## src/design/eps_pkg.sv

```systemverilog
`timescale 1ns / 1ps
package eps_pkg;

   localparam int UTIL_W   = 32;
   localparam int COEF_W   = 32;
   localparam int LOSS_W   = 48;
   localparam int SCALE_W  = 32;
   localparam int MULT_W   = 16;
   localparam int PERIOD_W = 48;
   localparam int CFG_W    = 5;
   localparam int CSR_IDX_W = 1;
   localparam int DIV_STEPS = 60;
   localparam int DIV_CNT_W = 6;

   localparam logic [1:0] ACT_LOAD_CHAIN = 2'd0;
   localparam logic [1:0] ACT_LOAD_MULT  = 2'd1;
   localparam logic [1:0] ACT_QUERY      = 2'd2;

   localparam logic [CSR_IDX_W-1:0] CSR_CHAINS_IN_USE = 1'd0;
   localparam logic [CSR_IDX_W-1:0] CSR_TASKS_IN_USE  = 1'd1;

   localparam logic signed [LOSS_W-1:0] LOSS_MAX = {1'b0, {(LOSS_W-1){1'b1}}};
   localparam logic [PERIOD_W-1:0] PERIOD_MAX = {PERIOD_W{1'b1}};

   typedef struct packed {
      logic [1:0]               action;
      logic [3:0]               chain_slot;
      logic [UTIL_W-1:0]        lower_util;
      logic [UTIL_W-1:0]        upper_util;
      logic [COEF_W-1:0]        quad_coef;
      logic [COEF_W-1:0]        lin_coef;
      logic signed [LOSS_W-1:0] floor_loss;
      logic [SCALE_W-1:0]       sum_of_periods;
      logic [3:0]               task_slot;
      logic [MULT_W-1:0]        task_multiplier;
      logic [UTIL_W-1:0]        util_request;
   } req_type;

   typedef struct packed {
      logic                found;
      logic [3:0]          chosen_chain;
      logic [3:0]          task_number;
      logic [PERIOD_W-1:0] task_period;
      logic                period_clipped;
      logic                last;
   } rsp_type;

   typedef struct packed {
      logic [UTIL_W-1:0]        low;
      logic [UTIL_W-1:0]        high;
      logic [COEF_W-1:0]        quad;
      logic [COEF_W-1:0]        lin;
      logic signed [LOSS_W-1:0] floor_loss;
      logic [SCALE_W-1:0]       scale;
   } chain_entry_type;

   typedef enum logic [3:0] {
      ST_IDLE,
      ST_CHECK,
      ST_READ,
      ST_MUL1,
      ST_MUL2,
      ST_COMPARE,
      ST_SCAN_END,
      ST_DIV_INIT,
      ST_DIVIDE,
      ST_TASK_READ,
      ST_TASK_MUL,
      ST_TASK_LOAD,
      ST_TASK_EMIT,
      ST_REJECT
   } state_type;

   typedef struct packed {
      logic accept;
      logic start_scan;
      logic mul1;
      logic mul2;
      logic compare;
      logic div_init;
      logic div_step;
      logic div_finish;
      logic task_mul;
      logic load_period;
      logic load_reject;
      logic next_task;
   } cmd_type;

   typedef struct packed {
      logic req_query;
      logic early_reject;
      logic have;
      logic last_chain;
      logic div_done;
      logic last_task;
   } status_type;

endpackage

```

## src/design/eps_controller.sv

```systemverilog
`timescale 1ns / 1ps
module eps_controller
   import eps_pkg::*;
(
   input  logic       clock,
   input  logic       reset,
   input  logic       req_valid,
   output logic       req_ready,
   output logic       rsp_valid,
   input  logic       rsp_ready,
   input  status_type status,
   output cmd_type    cmd
);

   state_type state_ff, state_in;

   always_ff @(posedge clock) begin
      if (reset) begin
         state_ff <= ST_IDLE;
      end else begin
         state_ff <= state_in;
      end
   end

   always_comb begin
      state_in = state_ff;
      case (state_ff)
         ST_IDLE: begin
            if (req_valid && status.req_query) begin
               state_in = ST_CHECK;
            end
         end
         ST_CHECK:     state_in = status.early_reject ? ST_REJECT : ST_READ;
         ST_READ:      state_in = ST_MUL1;
         ST_MUL1:      state_in = ST_MUL2;
         ST_MUL2:      state_in = ST_COMPARE;
         ST_COMPARE:   state_in = status.last_chain ? ST_SCAN_END : ST_READ;
         ST_SCAN_END:  state_in = status.have ? ST_DIV_INIT : ST_REJECT;
         ST_DIV_INIT:  state_in = ST_DIVIDE;
         ST_DIVIDE: begin
            if (status.div_done) begin
               state_in = ST_TASK_READ;
            end
         end
         ST_TASK_READ: state_in = ST_TASK_MUL;
         ST_TASK_MUL:  state_in = ST_TASK_LOAD;
         ST_TASK_LOAD: state_in = ST_TASK_EMIT;
         ST_TASK_EMIT: begin
            if (rsp_ready) begin
               state_in = status.last_task ? ST_IDLE : ST_TASK_READ;
            end
         end
         ST_REJECT: begin
            if (rsp_ready) begin
               state_in = ST_IDLE;
            end
         end
         default: state_in = ST_IDLE;
      endcase
   end

   always_comb begin
      cmd       = '0;
      req_ready = 1'b0;
      rsp_valid = 1'b0;
      case (state_ff)
         ST_IDLE: begin
            req_ready  = 1'b1;
            cmd.accept = req_valid;
         end
         ST_CHECK: begin
            cmd.load_reject = status.early_reject;
            cmd.start_scan  = !status.early_reject;
         end
         ST_MUL1:      cmd.mul1 = 1'b1;
         ST_MUL2:      cmd.mul2 = 1'b1;
         ST_COMPARE:   cmd.compare = 1'b1;
         ST_SCAN_END:  begin
            cmd.div_init    = status.have;
            cmd.load_reject = !status.have;
         end
         ST_DIVIDE: begin
            cmd.div_step   = !status.div_done;
            cmd.div_finish = status.div_done;
         end
         ST_TASK_MUL:  cmd.task_mul = 1'b1;
         ST_TASK_LOAD: cmd.load_period = 1'b1;
         ST_TASK_EMIT: begin
            rsp_valid     = 1'b1;
            cmd.next_task = rsp_ready && !status.last_task;
         end
         ST_REJECT:    rsp_valid = 1'b1;
         default: ;
      endcase
   end

endmodule

```

## config.mk

```make
export PLATFORM = sky130hd
export DESIGN_NAME = eps_controller
export DESIGN_NICKNAME = d
export VERILOG_FILES = /design/src/design/eps_pkg.sv /design/src/design/eps_controller.sv
export SDC_FILE = /design/constraint.sdc
export NUM_CORES = 1
export LEC_CHECK = 0
export ABC_CLOCK_PERIOD_IN_PS = 4200
export BUFFER_PORTS_ARGS = -buffer_cell sky130_fd_sc_hd__buf_2
export CAP_MARGIN = 20
export CORE_AREA = 2 2 39 41
export DETAILED_ROUTE_END_ITERATION = 16
export DIE_AREA = 0 0 41 43
export MAX_ROUTING_LAYER = met4
export PLACE_DENSITY_LB_ADDON = 0.1
export SYNTH_ARGS = -nofsm -noshare
export SYNTH_HDL_FRONTEND = slang
export SYNTH_SLANG_ARGS = --single-unit
```

## constraint.sdc

```tcl
create_clock -name clock -period 4.2 [get_ports clock]
set_clock_uncertainty 0.2 [all_clocks]
set_input_delay 1.05 -clock clock [delete_from_list [all_inputs] [get_ports clock]]
set_output_delay 1.05 -clock clock [all_outputs]
set_load 0.01 [all_outputs]
```

Yosys cells after proc, flatten, opt, wreduce, memory -nomap -nowiden:

Cells that the tools add are included.
Widths: inputs -> output; s select.

* equality and inequality tests: 17
* muxes and demuxes: 22
* reductions and logical operators: 9

Operator list (number)
* $pmux 4 s14: 1
* $mux 4: 7
* $eq 4x4->1 const B: 6
* $eq 4x3->1 const B: 4
* $mux 1: 11
* $eq 4x2->1 const B: 2
* $ne 2x2->1 const B: 4
* $eq 4x1->1 const B: 1
* $logic_not 1->1: 4
* $logic_not 4->1: 1
* $reduce_and 4->1: 1
* $mux 3: 1
* $logic_and 1x1->1: 2
* $mux 2: 1
* $pmux 1 s2: 1
* $reduce_or 2->1: 1

* register bits: 4
* output and inout bits: 14
* word-level logic and storage cells: 49

Logic depth before layout (Yosys ltp):

* depth in word-level cells: 3
* depth in mapped cells: 6

Worst setup path before layout:

OpenSTA, ideal clock, no wires.

* path type: in2out
* from: input rsp_ready
* to: output cmd[0] (netlist bit)
* data arrival time: 1505 ps
* required time: 2950 ps
* setup slack: 1445 ps
* cell stages on the path: 2
* cell sequence: inv_1 nor4_1

RTL lines
* from (decl): RTL line eps_controller.sv:10 `input logic rsp_ready,`
* to (decl): RTL line eps_controller.sv:12 `output cmd_type cmd`

==> out/results.tsv <==
metric	value	unit
clk_pin_slew	0.04	ns
yosysTopAreaCellShare	0.176	
p_per_area	608	nW/µm²
drc	0	
cp_top_family	buffers and inverters	
gp_congestion	0.743	
slowest_delay	0.21	ns
nFillCells	167	
synth.avg_cell_area	6.90	µm²
largest-register	state_ff	
io_pins	24	
netlist_area	455	µm²
dpl.hpwl	875	µm
slew_viol_final	0	
route.vias.total	521	
synth_cells	66	
synth.mux.area_fraction	0	
hold_path.class	register to register	
yosysUniqueCellTypes	32	
crit_type	input pin to output pin	
synthTopCellsByCount	nor2_1, inv_1, nor3_1	
ctsHoldBuffers	0	
grt_pass1_wl	1820	µm
crit_path_frequent_cell	buf_2	
via_per_inst	5.11	
status	completed	
ys_top_cells_by_area	dfxtp_1, nor2_1, buf_6	
clock_latency	0.23	ns
cts_tree	yes	
synth_top_family_by_area	simple AND/OR/NAND/NOR gates	
n_antenna_cell	0	
largest_reg_flops	4	
ys.flop_type	dfxtp_1	
ys_seq_area_frac	0.176	
worst_setup_path_start_kind	input pin	
relSlewSlack	0.611	
drive_gt1_frac	0.337	
whs	0.532	ns
fin_ws	1.25	ns
area_growth	23.4	%
setup-tns-final	0	ns
track_usage	0.159	
drv_cap	0	
initialDrtViolationCount	5	
placed_cells	99	
arrival	1.70	ns
path_max_fanout	5	
cts_root_buf	clkbuf_4	
finalCritPeriodShare	0.703	
grt_max_degree	19	
synth_compound_area_frac	0.245	
worst-slew-pin-transition	0.583	ns
yosysMostFrequentCell	nor2_1	
synthXorXnorAreaFrac	0	
rsz0062_at_grt	no	
overflow	0	
nNetsFinal	98	
ir_worst_vdd	0.185	mV
period_minus_slack	2.95	ns
required	2.95	ns
portBuffers	23	
top_regs	state_ff (4)	
ant_nets	0	
die_w	41	µm
first_pass_iters	3	
power_leakage	0.280	nW
post-place-ws	1.25	ns
core-area	1380	µm²
path_buf_inv	3	
cts_resized	0	
endpoint_kind	output pin	
cts_max_level	1	
cts_buffers	3	
grt_pass1_vias	442	
async_flop_share	0	
antenna_found_initial	0	
synth-simple-area-share	0.426	
synth_edf_count	0	
cts_buffer_depth	2	
postCtsSetupRepairBufs	0	
hold_viol	0	
max_clock_freq	0.339	GHz
drt-total-wl	1200	µm
cts_sinks	4	
synth_fa_ha_area_frac	0	
die_height	43	µm
instances_no_fill	102	
yosys_warnings	0	
cp_slowest_cell	o21bai_1	
die_area	1760	µm²
worstPathCellList	buf_2 > nor3b_1 > o21bai_1 > inv_1 > buf_2	
rows	14	
syn-num-nets	76	
finalSetupViolCount	0	
ys_ff_latch	4	
start_util	0.329	
wire_per_inst	11.8	µm
yosys.area.top_type	dfxtp_1	
## metal layers
layer / share of wire / GRT usage
met5: 0 / -
met4: 0 / 0.0800
met3: 0.058 / 0.0314
met2: 0.47 / 0.234
met1: 0.48 / 0.199
## tightest hold or removal path: cells and delay by family (launching register included)
family	cells	cell delay, ns
flip-flops	1	0.39
AO/OA/AOI/OAI	1	0.09
buffers and inverters	1	0.14
AND/OR/NAND/NOR	1	0.08
## stage by stage
step	instance area [µm²]	util	total power, mW
6_report	562	0.406	0.342
5_1_grt	562	0.406	0.378
3_5_place_dp	539	0.390	0.298
2_1_floorplan	455	-	0.267
3_3_place_gp	539	0.390	0.299
4_1_cts	562	0.406	0.345
## cell families after synthesis
| kind of cell | after synthesis |
|---|---|
| compound gates | 16 |
| buf+inv | 11 |
| flops | 4 |
| simple gates | 35 |
## report_power, final
| part | leakage (nW) | internal, mW | switching, mW | total (mW) |
|---|---|---|---|---|
| sequential | 0.0329 | 0.0536 | 0.0565 | 0.110 |
| combinational | 0.233 | 0.0872 | 0.0985 | 0.186 |
| clock | 0.0138 | 0.0319 | 0.0142 | 0.0460 |
## cell type report
cell class | instances | area, µm² | share of cell area
clock buffers | 3 | 22.5 | 0.0401
inverters | 5 | 18.8 | 0.0334
multi-input cells | 51 | 305 | 0.543
flip-flops and latches | 4 | 80.1 | 0.143
well taps | 16 | 20.0 | 0.0356
repair buffers | 23 | 115 | 0.205
## placed cells by master, fill, tap and decap left out, types with 2 or more instances in the layout
master     n
buf_2     23
nor2_1    10
nor3_1     5
inv_1      5
nand2_1    4
dfxtp_1    4
nor2b_1    3
a21oi_1    3
clkbuf_4   3
nand2b_1   2
nor4_1     2
o21bai_1   2
a31oi_1    2
## worst paths after layout
kind | from | endpoint | slack, ns | cells after the start
worst min register to register | state_ff[1]$_SDFFE_PP0P_ | state_ff[2]$_SDFFE_PP0P_ | 0.53 | 3
worst max register to register | state_ff[2]$_SDFFE_PP0P_ | state_ff[2]$_SDFFE_PP0P_ | 2.60 | 4
worst max-delay path | status[4] | cmd[1] | 1.25 | 5
worst min-delay path | state_ff[1]$_SDFFE_PP0P_ | state_ff[2]$_SDFFE_PP0P_ | 0.53 | 3
No activity file was read; power rests on OpenSTA's default activity.
